**src/hdl/tbi_pkg.sv**
```systemverilog
package tbi_pkg;

  // Q16.16 samples and coordinates
  localparam int FracBits = 16;
  localparam int FracW    = FracBits + 1;
  localparam logic [FracW-1:0] FracOne = FracW'(1) << FracBits;

  localparam int DataW  = 32;
  localparam int DiffW  = DataW + 1;
  localparam int ProdW  = 2 * DataW;
  localparam int IntLsb = 2 * FracBits;
  localparam int IntW   = ProdW - IntLsb;

  // 64 x 64 grid split into four banks by row and column parity
  localparam int IdxW      = 6;
  localparam int BankAddrW = 2 * (IdxW - 1);
  localparam int BankDepth = 1 << BankAddrW;
  localparam int NumBanks  = 4;
  localparam int BankSelW  = 2;

  localparam int QueueDepth = 4;
  localparam int QueuePtrW  = 2;
  localparam int QueueCntW  = 3;

  localparam int CfgIdxW = 3;
  localparam int SDataW  = 112;

  typedef enum logic [CfgIdxW-1:0] {
    CFG_INTERP_MODE = 3'd0,
    CFG_X_DIV_COUNT = 3'd1,
    CFG_Y_DIV_COUNT = 3'd2,
    CFG_X_ORIGIN    = 3'd3,
    CFG_Y_ORIGIN    = 3'd4,
    CFG_X_INV_STEP  = 3'd5,
    CFG_Y_INV_STEP  = 3'd6,
    CFG_FIXED_VALUE = 3'd7
  } cfg_reg_e;

  typedef enum logic [1:0] {
    MODE_NEAREST = 2'd0,
    MODE_LINEAR  = 2'd1,
    MODE_FIXED   = 2'd2,
    MODE_UNUSED  = 2'd3
  } interp_mode_e;

  typedef enum logic [2:0] {
    OP_WRITE = 3'd0,
    OP_NEAR  = 3'd1,
    OP_LIN2D = 3'd2,
    OP_LIN1D = 3'd3,
    OP_FIXED = 3'd4,
    OP_ZERO  = 3'd5
  } op_e;

  typedef struct packed {
    interp_mode_e            mode;
    logic [IdxW-1:0]         x_divs;
    logic [IdxW-1:0]         y_divs;
    logic signed [DataW-1:0] x_origin;
    logic signed [DataW-1:0] y_origin;
    logic signed [DataW-1:0] x_inv;
    logic signed [DataW-1:0] y_inv;
    logic signed [DataW-1:0] fixed_value;
  } cfg_t;

  // row/col are the write address or the lower corner of a lookup
  typedef struct packed {
    op_e              op;
    logic [IdxW-1:0]  row;
    logic [IdxW-1:0]  col;
    logic [FracW-1:0] frac_x;
    logic [FracW-1:0] frac_y;
    logic [DataW-1:0] wdata;
  } item_t;

endpackage

```
**src/hdl/tbi_queue.sv**
```systemverilog
module tbi_queue (
  input  logic           clk_i,
  input  logic           rst_ni,
  input  logic           push_i,
  input  tbi_pkg::item_t item_i,
  output logic           full_o,
  input  logic           pop_i,
  output logic           valid_o,
  output tbi_pkg::item_t item_o
);

  tbi_pkg::item_t                  mem_q [tbi_pkg::QueueDepth];
  logic [tbi_pkg::QueuePtrW-1:0]   wr_ptr_d, wr_ptr_q, rd_ptr_d, rd_ptr_q;
  logic [tbi_pkg::QueueCntW-1:0]   count_d, count_q;

  always_comb begin
    wr_ptr_d = push_i ? wr_ptr_q + tbi_pkg::QueuePtrW'(1) : wr_ptr_q;
    rd_ptr_d = pop_i  ? rd_ptr_q + tbi_pkg::QueuePtrW'(1) : rd_ptr_q;
    unique case ({push_i, pop_i})
      2'b10:   count_d = count_q + tbi_pkg::QueueCntW'(1);
      2'b01:   count_d = count_q - tbi_pkg::QueueCntW'(1);
      default: count_d = count_q;
    endcase
  end

  always_ff @(posedge clk_i or negedge rst_ni) begin
    if (!rst_ni) begin
      wr_ptr_q <= '0;
      rd_ptr_q <= '0;
      count_q  <= '0;
    end else begin
      wr_ptr_q <= wr_ptr_d;
      rd_ptr_q <= rd_ptr_d;
      count_q  <= count_d;
    end
  end

  always_ff @(posedge clk_i) begin
    if (push_i) begin
      mem_q[wr_ptr_q] <= item_i;
    end
  end

  assign full_o  = (count_q == tbi_pkg::QueueCntW'(tbi_pkg::QueueDepth));
  assign valid_o = (count_q != '0);
  assign item_o  = mem_q[rd_ptr_q];

endmodule

```
**config.mk**
```make
export PLATFORM = sky130hd
export DESIGN_NAME = tbi_queue
export DESIGN_NICKNAME = d
export VERILOG_FILES = /design/src/hdl/tbi_pkg.sv /design/src/hdl/tbi_queue.sv
export SDC_FILE = /design/constraint.sdc
export NUM_CORES = 1
export LEC_CHECK = 0
export BUFFER_PORTS_ARGS = -buffer_cell sky130_fd_sc_hd__buf_4
export CORE_ASPECT_RATIO = 0.5
export CORE_UTILIZATION = 43
export DETAILED_ROUTE_END_ITERATION = 8
export PLACE_DENSITY = 0.62
export SETUP_SLACK_MARGIN = 0.5
export SYNTH_ARGS = -nofsm -noshare
export SYNTH_HDL_FRONTEND = slang
export SYNTH_SLANG_ARGS = --single-unit
```
**constraint.sdc**
```tcl
create_clock -name clk_i -period 9.5 [get_ports clk_i]
set_clock_uncertainty 0.1 [all_clocks]
set_input_delay 0.95 -clock clk_i [delete_from_list [all_inputs] [get_ports clk_i]]
set_output_delay 0.95 -clock clk_i [all_outputs]
set_load 0.03 [all_outputs]
```
* Word level (Yosys, flattened, before mapping) *
Memory sizes are Yosys's and may differ from the RTL's.
Index checks and enable logic that the tools add are counted.

storage, ports and cells
  output and inout port bits = 83
  register bits after elaboration = 7
  word-level logic and storage cells = 16
  input port bits = 85
  memories kept = 1
  bits in writable memories = 324

operators by class
  reduce and logical (&&, ||, !) cells = 2
  multiplexer cells = 3
  $add $sub $neg = 4
  equality and inequality tests = 3

memory list
  name   words  bits a word  read ports  clocked after Yosys merged registers in  wr ports  RTL line         text
  mem_q  4      81           1           0                                        1         tbi_queue.sv:12  tbi_pkg::item_t mem_q [tbi_pkg::QueueDepth];

operators by type and width
  cell                                                  number
  case mux 3 bit (2 select lines)                       1
  adder 2 x 1 -> 2 bit (second input constant)          2
  adder 3 x 1 -> 3 bit (second input constant)          1
  equality test 3 bit (second input constant)           1
  nonzero test 3 bit                                    1
  subtractor 3 x 1 -> 3 bit (second input constant)     1
  equality test 2 x 1 -> 1 bit (second input constant)  1
  equality test 2 bit (second input constant)           1
  2-to-1 mux 1 bit                                      2
  nonzero test 2 bit                                    1

* Logic depth before layout (Yosys ltp) *
Gate-level depths: netlist of run 1.

  depth after elaboration = 2
  gate-level depth with buffers = 7

* Least setup slack after synthesis of run 1 *
No wires, ideal clock.

  kind = in2reg
  start = in push_i
  end = mem mem_q[2][0] (netlist bit), enable pin
  stages = 1
  setup time = 0.448 ns
  data required time = 8.952 ns
  arrival time = 2.835 ns
  path slack = 6.117 ns
  cells stage by stage = and2_1

between the ends
  cells in the longest elaborated chain, start to end = 2

RTL lines
  item                                    RTL line         text
  start: declaration                      tbi_queue.sv:4   input logic push_i,
  2-to-1 mux 1 bit                        tbi_queue.sv:39  if (push_i) begin
  2-to-1 mux 1 bit (implied by the code)  tbi_queue.sv:40  mem_q[wr_ptr_q] <= item_i;
  end: declaration                        tbi_queue.sv:12

Every way passes these cells.

==> results_dict.tcl, run 1 <==
set metrics [dict create \
    cp.arrival_ps 3250 \
    clock_sinks 331 \
    syn_area_mm2 0.0121 \
    die_x_um 239 \
    crit_buf_inv 2 \
    hpwl_mm 13.0 \
    detail-route-antenna-nets 0 \
    worstReg2RegStart "wr_ptr_q[1]" \
    crit_top_cell "buf_4" \
    cts_tree "yes" \
    drv_slew 0 \
    synth_top_family_by_area "multiplexers" \
    ff2ff_setup_slack_ps 7110 \
    status "finished, final reports clean" \
    vias 5280 \
    final_area_mm2 0.0147 \
    cts_resized 0 \
    die_h_um 121 \
    powerDensity_mw_per_mm2 332 \
    grt_start_max_net_pins 63 \
    synth-adder-area-share_pct 0.683 \
    grt_usage_pct 16.1 \
    rsz0062_at_grt "false" \
    post_cts_buffers 0 \
    grt_pass1_vias 5870 \
    cap_violations 0 \
    peakVddDrop_v 0.000146 \
    die_area_mm2 0.0288 \
    leakage_nw 4.98 \
    syn_inst 459 \
    cp_slowest_cell "dfrtp_4" \
    final_layout_size_suffix_gt1_share_pct 44.5 \
    cts.path.max_buffers 3 \
    rr_worst_depth 4 \
    synth_top_area_share_pct 80.5 \
    yosysSeqAreaShare_pct 81.9 \
    startpoint_type "flip-flop" \
    synth_cell_types 18 \
    synth-simple-area-share_pct 0.404 \
    antenna_cells 0 \
    setup_viol 0 \
    muxShareOfSynthArea_pct 15.2 \
    period_share_pct 45.2 \
    worstSetupEndpointType "output port" \
    tightest_slew_ps 1070 \
    min_path_type "in2async" \
    synth-seq-cells 331 \
    drt_iter0_drc 259 \
    htreeDepth 1 \
    synth_compound_area_share_pct 0.0414 \
    via_per_inst 5.07 \
    yosysWarnings 0 \
    ios 168 \
    holdBufCountCts 0 \
    avgSynthCellArea_um2 26.3 \
    start_util_pct 44.8 \
    fin_setup_tns_ps 0 \
    place_area_mm2 0.0137 \
    crit_family "flip-flops" \
    wl_mm 22.6 \
    crit_chain "buf_4 > mux4_2 > buf_4" \
    required_ps 8450 \
    yosys-top-cells-area "edfxtp_1, mux4_2, dfrtp_1, buf_6, ha_1" \
    overflow 0 \
    gp_congestion 0.695 \
    root_buffer "clkbuf_16" \
    slew_headroom_pct 28.5 \
    fmax_mhz 233 \
    std_cell_rows 42 \
    core_area_mm2 0.0270 \
    worstSetupPathType "reg2out" \
    finalCriticalPeriod_ps 4300 \
    hold_violations 0 \
    cts.clk_slew.worst_paths_ps 60 \
    synth_xor_area_share_pct 0.435 \
    cp_slowest_stage_delay_ps 1150 \
    syn2layout_area_growth_pct 21.2 \
    crit_path_max_fanout 50 \
    io_buffers 167 \
    r2r-end "mem_q[1][34]" \
    wire_per_inst_um 21.7 \
    drc 0 \
    nets 737 \
    cts_buffers 30 \
    antenna_found_initial 0 \
    grt_first_pass_wirelength_mm 34.3 \
    drt_pass1_iterations 4 \
    clkLatencyLatePin_ps 540 \
    synthesis.nets 550 \
    path_depth 3 \
    yosys.area.top_type "edfxtp_1" \
]
[metal layers]
layer	GRT usage, %	vias up	wire length, um
met3	3.26	24	785
li1	-	2334	-
met4	3.37	0	257
met5	0	-	0
met2	28.6	79	12100
met1	20.8	2843	9410
[registers in the layout, summed over array words and instances (netlist names)]
signal and flops:
rd_ptr_q 2, wr_ptr_q 2, mem_q 324, count_q 3
[report_power, final]
| group | switching, W | total [W] | internal (W) | leakage (nW) |
|---|---|---|---|---|
| Combinational | 0.000966 | 0.00166 | 0.000692 | 1.48 |
| Sequential | 0.000151 | 0.00206 | 0.00191 | 3.06 |
| Clock | 0.000491 | 0.00114 | 0.000646 | 0.445 |
| Total | 0.00161 | 0.00486 | 0.00325 | 4.98 |
[cells in the mapped netlist]
cell and number:
buf_4 1, inv_1 6, edfxtp_1 324, o21ai_0 1, buf_6 8, xor2_1 4, dfrtp_1 7, nor2_1 1
mux2i_1 1, and2_1 4, nand2_1 2, fa_1 1, mux4_2 81, ha_1 5, or3_1 1, xnor2_1 2
buf_2 9, and3_1 1
[through the flow]
step                setup slack (ps)  hold WS [ps]  cells  total power [W]  util, %
global route                    4870          85.0   1041          0.00507     54.2
floorplan                       6120           349    459          0.00322        -
global placement                5610           381    988          0.00379     50.8
finish                          5200           112   1041          0.00486     54.2
CTS                             5040          84.4   1041          0.00494     54.2
detailed placement              5630           385    988          0.00380     50.8
[layout by cell type, fill, tap and decap left out]
cell type	synthesis	routed
xor2_1	4	4
xnor2_1	2	2
clkbuf_16	0	31
dfrtp_4	0	2
edfxtp_1	324	324
clkinv_2	0	3
fa_1	1	1
ha_1	5	5
nand2_1	2	2
dfrtp_1	7	5
inv_1	6	6
o21ai_0	1	1
buf_4	1	173
mux4_2	81	81
and2_4	0	4
nor2_1	1	1
or3_1	1	1
bufinv_16	0	2
and3_1	1	1
clkinv_1	0	9
clkinvlp_4	0	1
mux2i_1	1	1
clkbuf_1	0	7
[area by class of cell]
type,count,area (um^2)
inverter,6,22.5
timing repair buffer,173,1300
fill,2113,12400
multi-input combinational,104,2030
clock inverter,15,116
sequential,331,9910
tap,374,468
clock buffer,38,802
[logic make-up after synthesis]
logic type / count (synthesis)
xor+xnor: 6
compound gates: 1
mux: 82
simple gates: 9
flops: 331
fa+ha+maj: 6
buf+inv: 24
[worst max-delay path by stage]
stage / start / end / slack [ps]
finish: rd_ptr_q[0] / item_o[33] / 5200
global route: rd_ptr_q[0] / item_o[30] / 4870
CTS: rd_ptr_q[0] / item_o[33] / 5040
detailed placement: rd_ptr_q[0] / item_o[33] / 5630
global placement: rd_ptr_q[0] / item_o[10] / 5610
floorplan: push_i / mem_q[2][0] / 6120
[worst reg2reg max path, cell delays in order, from the launching register on]
cell and delay (ps):
dfrtp_1 410, inv_1 110, ha_1 160, and2_4 360
buf_4 820
Power figures use the tool's default switching activity.
==> run 2, diff against run 1 <==
Settings changed: ABC_AREA set to 1, PLACE_DENSITY 0.62 to 0.63.
Clock period 9.5 ns to 3.84 ns, I/O delays scaled along.
==> run 2 against run 1 <==
Effect of this change:
- the flow now finishes with violations (design-rule violations)
- non-clock buffer count increased by 94
- utilization decreased by 0.45 points
- routed wire length increased by 27%
- worst hold slack got worse by 28 ps
- clock power increased to 2.8 times the previous value
- combinational power increased to 3.8 times the previous value
- highest routed layer unchanged
==> results_dict.tcl, run 2 <==
set metrics [dict create \
    seqCellArea_mm2 0.00991 \
    syn_area_mm2 0.0145 \
    peakVddDrop_v 0.000386 \
    fillers 2725 \
    worstSetupEndpointType "output port" \
    ios 168 \
    gp_congestion 0.760 \
    post_cts_buffers 0 \
    layout_commonest_cell "edfxtp_1" \
    cts.clk_slew.worst_paths_ps 60 \
    r2r-end "mem_q[0][24]" \
    clkLatencyLatePin_ps 560 \
    core_area_mm2 0.0331 \
    yosys.area.top_type "edfxtp_1" \
    fin_setup_tns_ps 0 \
    cts_tree "yes" \
    cts.path.max_buffers 3 \
    drc 2 \
    grt_usage_pct 16.9 \
    async_reset_ff_share_pct 2.11 \
    yosysSeqAreaShare_pct 68.3 \
    finalCriticalPeriod_ps 3050 \
    crit_path_max_fanout 30 \
    cts_buffers 31 \
    top_register "mem_q" \
    worstReg2RegStart "wr_ptr_q[0]" \
    grt_start_max_net_pins 70 \
    die_area_mm2 0.0345 \
    powerDensity_mw_per_mm2 814 \
    vias 8037 \
    avgSynthCellArea_um2 14.6 \
    syn_inst 993 \
    cp.arrival_ps 2560 \
    largest_reg_flops 324 \
    antenna_found_initial 0 \
    syn2layout_area_growth_pct 22.8 \
    nets 1330 \
    p_total_w 0.0145 \
    yosysMostFrequentCell "edfxtp_1" \
    slew_headroom_pct 45.2 \
    yosysWarnings 0 \
    worstSetupPathType "reg2out" \
    synth_top_area_share_pct 67.1 \
    fmax_mhz 328 \
    io_buffers 167 \
    grt_first_pass_wirelength_mm 45.7 \
    rr_worst_depth 5 \
    violations "design-rule violations" \
    clock_sinks 331 \
    via_per_inst 4.72 \
    die_x_um 262 \
    final_layout_size_suffix_gt1_share_pct 38.0 \
    htreeDepth 1 \
    rsz0062_at_grt "false" \
    root_buffer "clkbuf_16" \
    yosys-top-cells-area "edfxtp_1, o211ai_2, inv_1, nand2_1, nand2_2" \
    overflow 0 \
    detail-route-antenna-nets 0 \
    antenna_cells 0 \
    most-common-layout-cells "edfxtp_1, buf_4, nand2_1, inv_1, o211ai_2" \
    start_util_pct 43.8 \
    drt_pass1_iterations 9 \
    ys.flop_type "edfxtp_1" \
    wire_per_inst_um 16.9 \
    synth-seq-cells 331 \
    hpwl_mm 17.1 \
    min_path_type "in2async" \
    reg_top3 "mem_q x324, count_q x3" \
    std_cell_rows 47 \
    tightest_slew_ps 821 \
    synthesis.nets 1084 \
    yosys-top-cells-count "edfxtp_1, inv_1, nand2_1" \
    grt_pass1_vias 8419 \
    setup_viol 0 \
    leakage_nw 7.16 \
    hold_violations 0 \
    ff2ff_setup_slack_ps 1630 \
    multi_input_comb_area_mm2 0.00332 \
    startpoint_type "flip-flop" \
    wl_mm 28.7 \
    required_ps 3360 \
    synth_edf_count 324 \
    cap_violations 0 \
    period_share_pct 79.4 \
    synth_cell_types 22 \
    drv_slew 0 \
    status "finished, violations left" \
    die_h_um 132 \
    drt_iter0_drc 484 \
]
-- run 2: changes by cell type in the layout (fill, tap and decap cells not counted), moves of 81 or more --
cell | previous run | this run
dlygate4sd3_1 | 0 | 84
inv_1 | 6 | 171
mux4_2 | 81 | 0
nand2_1 | 2 | 173
nand2_2 | 0 | 81
o211ai_2 | 0 | 158
-- run 2: area by class of cell --
type | count | share of cell area (%)
repair buffers | 267 | 13.0
clock buffers | 38 | 4.56
multi-input cells | 432 | 18.6
clock inverters | 19 | 1.28
flip-flops and latches | 331 | 55.7
well taps | 441 | 3.10
inverters | 176 | 3.78
-- run 2: stage by stage --
step / cell area [um^2] / hold slack, ps / utilization (%) / setup slack [ps] / std cells
floorplan: 14500 / -11.6 / - / 1030 / 993
global placement: 15900 / 105 / 48.1 / 1330 / 1563
detailed placement: 15900 / 109 / 48.1 / 1340 / 1563
CTS: 17800 / 76.0 / 53.8 / 723 / 1704
global route: 17800 / 71.3 / 53.8 / 639 / 1704
finish: 17800 / 83.9 / 53.8 / 792 / 1704
-- run 2: cells by family after synthesis --
| logic type | Yosys count | synth area share (%) |
|---|---|---|
| buffers and inverters | 230 | 8.86 |
| and+or+nand+nor | 258 | 8.11 |
| adders and majority gates | 6 | 0.569 |
| AOI/OAI and AO/OA | 164 | 13.9 |
| DFF | 331 | 68.3 |
| xor gates and xnor gates | 4 | 0.293 |
-- run 2: report_power, final --
group	internal [W]	switching, W	leakage [nW]
Combinational	0.00214	0.00410	3.59
Clock	0.00184	0.00130	0.512
Sequential	0.00473	0.000371	3.06
-- run 2: worst max path at each step --
stage / startpoint / endpoint / slack [ps] / cells after the start
final: rd_ptr_q[1] / item_o[75] / 790 / 5
after global routing: rd_ptr_q[1] / item_o[27] / 640 / 5
after CTS: rd_ptr_q[1] / item_o[37] / 720 / 5
after detailed placement: rd_ptr_q[1] / item_o[37] / 1340 / 5
after global placement: rd_ptr_q[1] / item_o[37] / 1330 / 5
after floorplan: push_i / mem_q[0][0] / 1030 / 3
-- run 2: critical path, cell delays in order, from the launching register on --
cell and delay [ps]:
dfrtp_4 700, inv_4 510, buf_4 400, o211ai_2 130
nand2_1 80, buf_4 160
-- run 2: per-layer routing --
layer / part of all wire (%) / up-vias / GRT usage (%)
met3: 2.5 / 42 / 2.63
met2: 52 / 90 / 30.4
li1: - / 3948 / -
met1: 43 / 3957 / 21.2
met4: 2.2 / 0 / 4.30
met5: 0 / - / 0
-- run 2: what timing repair did --
item                                   4_1_cts  5_1_grt
resized for setup                            0        0
hold buffers                                84        0
endpoints found under the hold margin      334        0
==> run 3, diff against run 2 <==
Clock period 3.84 ns to 2.5 ns, I/O delays scaled along.
==> run 3 against run 2 <==
Effect of this change:
- the flow still finishes with violations (design-rule violations)
- sequential share of layout area fell by 6.6 points
- worst hold slack improved by 290 ps
- non-clock buffer count rose by 73
- utilization rose by 7.3 points
- final cell count rose by 4.4%
- global-route usage rose by 3.6 points
- register-to-register slack got worse by 1000 ps
- critical path depth did not move
==> results_dict.tcl, run 3 (same netlist as run 2, synthesis figures left out) <==
set metrics [dict create \
    p_sw_share_pct 38.9 \
    vias 8846 \
    cts_tree "yes" \
    pwr-share-seq_pct 27.9 \
    place_area_mm2 0.0162 \
    startpoint "rd_ptr_q[0]" \
    clock_sinks 331 \
    std_cell_rows 47 \
    worstSetupEndpointType "output port" \
    die_h_um 132 \
    root_buffer "clkbuf_16" \
    worstHoldStart "item_i[0]" \
    overflow 0 \
    reg_top3 "mem_q x324, count_q x3" \
    die_area_mm2 0.0345 \
    min_path_type "in2reg" \
    grt_pass1_vias 9040 \
    crit_path_max_fanout 11 \
    cts.path.max_buffers 3 \
    grt_usage_pct 20.5 \
    cp_slowest_stage_delay_ps 590 \
    drt_iter0_drc 593 \
    hold_violations 0 \
    nets 1406 \
    tightest_slew_ps 414 \
    drv_slew 0 \
    fin_setup_tns_ps 0 \
    slew_headroom_pct 72.3 \
    startpoint_type "flip-flop" \
    cts.clk_slew.worst_paths_ps 60 \
    fillers 2436 \
    status "finished, violations left" \
    p_total_w 0.0275 \
    intPower_w 0.0168 \
    antenna_cells 0 \
    wl_mm 36.1 \
    grt_start_max_net_pins 55 \
    clockPowerShare_pct 18.3 \
    largest_reg_flops 324 \
    p_comb_share_pct 53.8 \
    most-common-layout-cells "edfxtp_1, inv_1, o211ai_2, nand2_2, nand2_1" \
    core_area_mm2 0.0331 \
    drt_pass1_iterations 8 \
    syn2layout_area_growth_pct 39.4 \
    hpwl_mm 16.9 \
    multi_input_comb_area_mm2 0.00367 \
    crit_family "flip-flops" \
    io_buffers 167 \
    cap_violations 0 \
    cts_buffers 34 \
    gp_congestion 0.714 \
    peakVddDrop_v 0.000618 \
    period_share_pct 91.6 \
    crit_buf_inv 3 \
    finalCriticalPeriod_ps 2290 \
    final_area_mm2 0.0202 \
    worstSetupPathType "reg2out" \
    clkLatencyLatePin_ps 520 \
    cp_slowest_cell "dfrtp_4" \
    top_register "mem_q" \
    detail-route-antenna-nets 0 \
    via_per_inst 4.97 \
    start_util_pct 43.8 \
    antenna_found_initial 0 \
    layout_commonest_cell "edfxtp_1" \
    rsz0062_at_grt "true" \
    violations "design-rule violations" \
    htreeDepth 2 \
    net-switching-power_w 0.0107 \
    leakage_nw 8.20 \
    wire_per_inst_um 20.3 \
    grt_first_pass_wirelength_mm 53.1 \
    drc 2 \
    cp.arrival_ps 1940 \
    seqCellArea_mm2 0.00991 \
    crit_chain "buf_6 > clkbuf_16 > o211ai_2 > nand2_1 > buf_4" \
    die_x_um 262 \
    fmax_mhz 437 \
    ios 168 \
    worstReg2RegStart "wr_ptr_q[1]" \
    setup_viol 0 \
    final_layout_size_suffix_gt1_share_pct 46.3 \
    powerDensity_mw_per_mm2 1360 \
    required_ps 2150 \
]
==> run 3: path summary, 6_finish.rpt <==
| kind | slack, ps | end | cells after the start |
|---|---|---|---|
| setup / recovery | 210 | item_o[65] | 5 |
| hold / removal | 370 | mem_q[2][0] | 2 |
| setup reg to reg | 620 | mem_q[1][14] | 5 |
| hold reg to reg | 380 | count_q[2] | 2 |
| max in group asynchronous | 1390 | rd_ptr_q[0] | 3 |
| min in group asynchronous | 610 | count_q[1] | 3 |
==> run 3: cell type report <==
cell class	instances	area share [%]
Clock buffer	49	4.85
Clock inverter	10	0.544
Inverter	176	3.40
Multi-Input combinational cell	432	18.1
Sequential cell	331	49.0
Tap cell	441	2.73
Timing Repair Buffer	340	21.3
==> run 3: through the flow <==
step                hold slack, ps  setup WS [ps]  utilization [%]  instances
floorplan                     -146            146                -        993
global placement             -26.6            584             48.8       1574
detailed placement           -27.1            591             48.8       1574
CTS                            353            236             58.4       1760
global route                   378            161             61.1       1779
finish                         370            210             61.1       1779
==> run 3: what timing repair did <==
item                       in CTS  in global routing
pin swaps                      48                165
cloned                         26                 15
hold buffers                   85                  0
setup endpoints to repair      81                146
setup buffers                  16                  4
hold endpoints to repair      335                  0
gates resized for setup       108                134
==> run 3: power groups by stage <==
stage / combinational [W] / sequential, W / clock, W
floorplan: 0.00750 / 0.00766 / 0
global placement: 0.0101 / 0.00769 / 0
detailed placement: 0.0102 / 0.00775 / 0
CTS: 0.0133 / 0.00764 / 0.00513
global route: 0.0155 / 0.00774 / 0.00532
finish: 0.0148 / 0.00766 / 0.00503
==> run 3: layer usage <==
layer  GRT usage, %  share of wire [%]
met1           27.0                 44
met2           35.8                 52
met3           2.77                2.9
met4           4.97                1.3
met5              0                  0
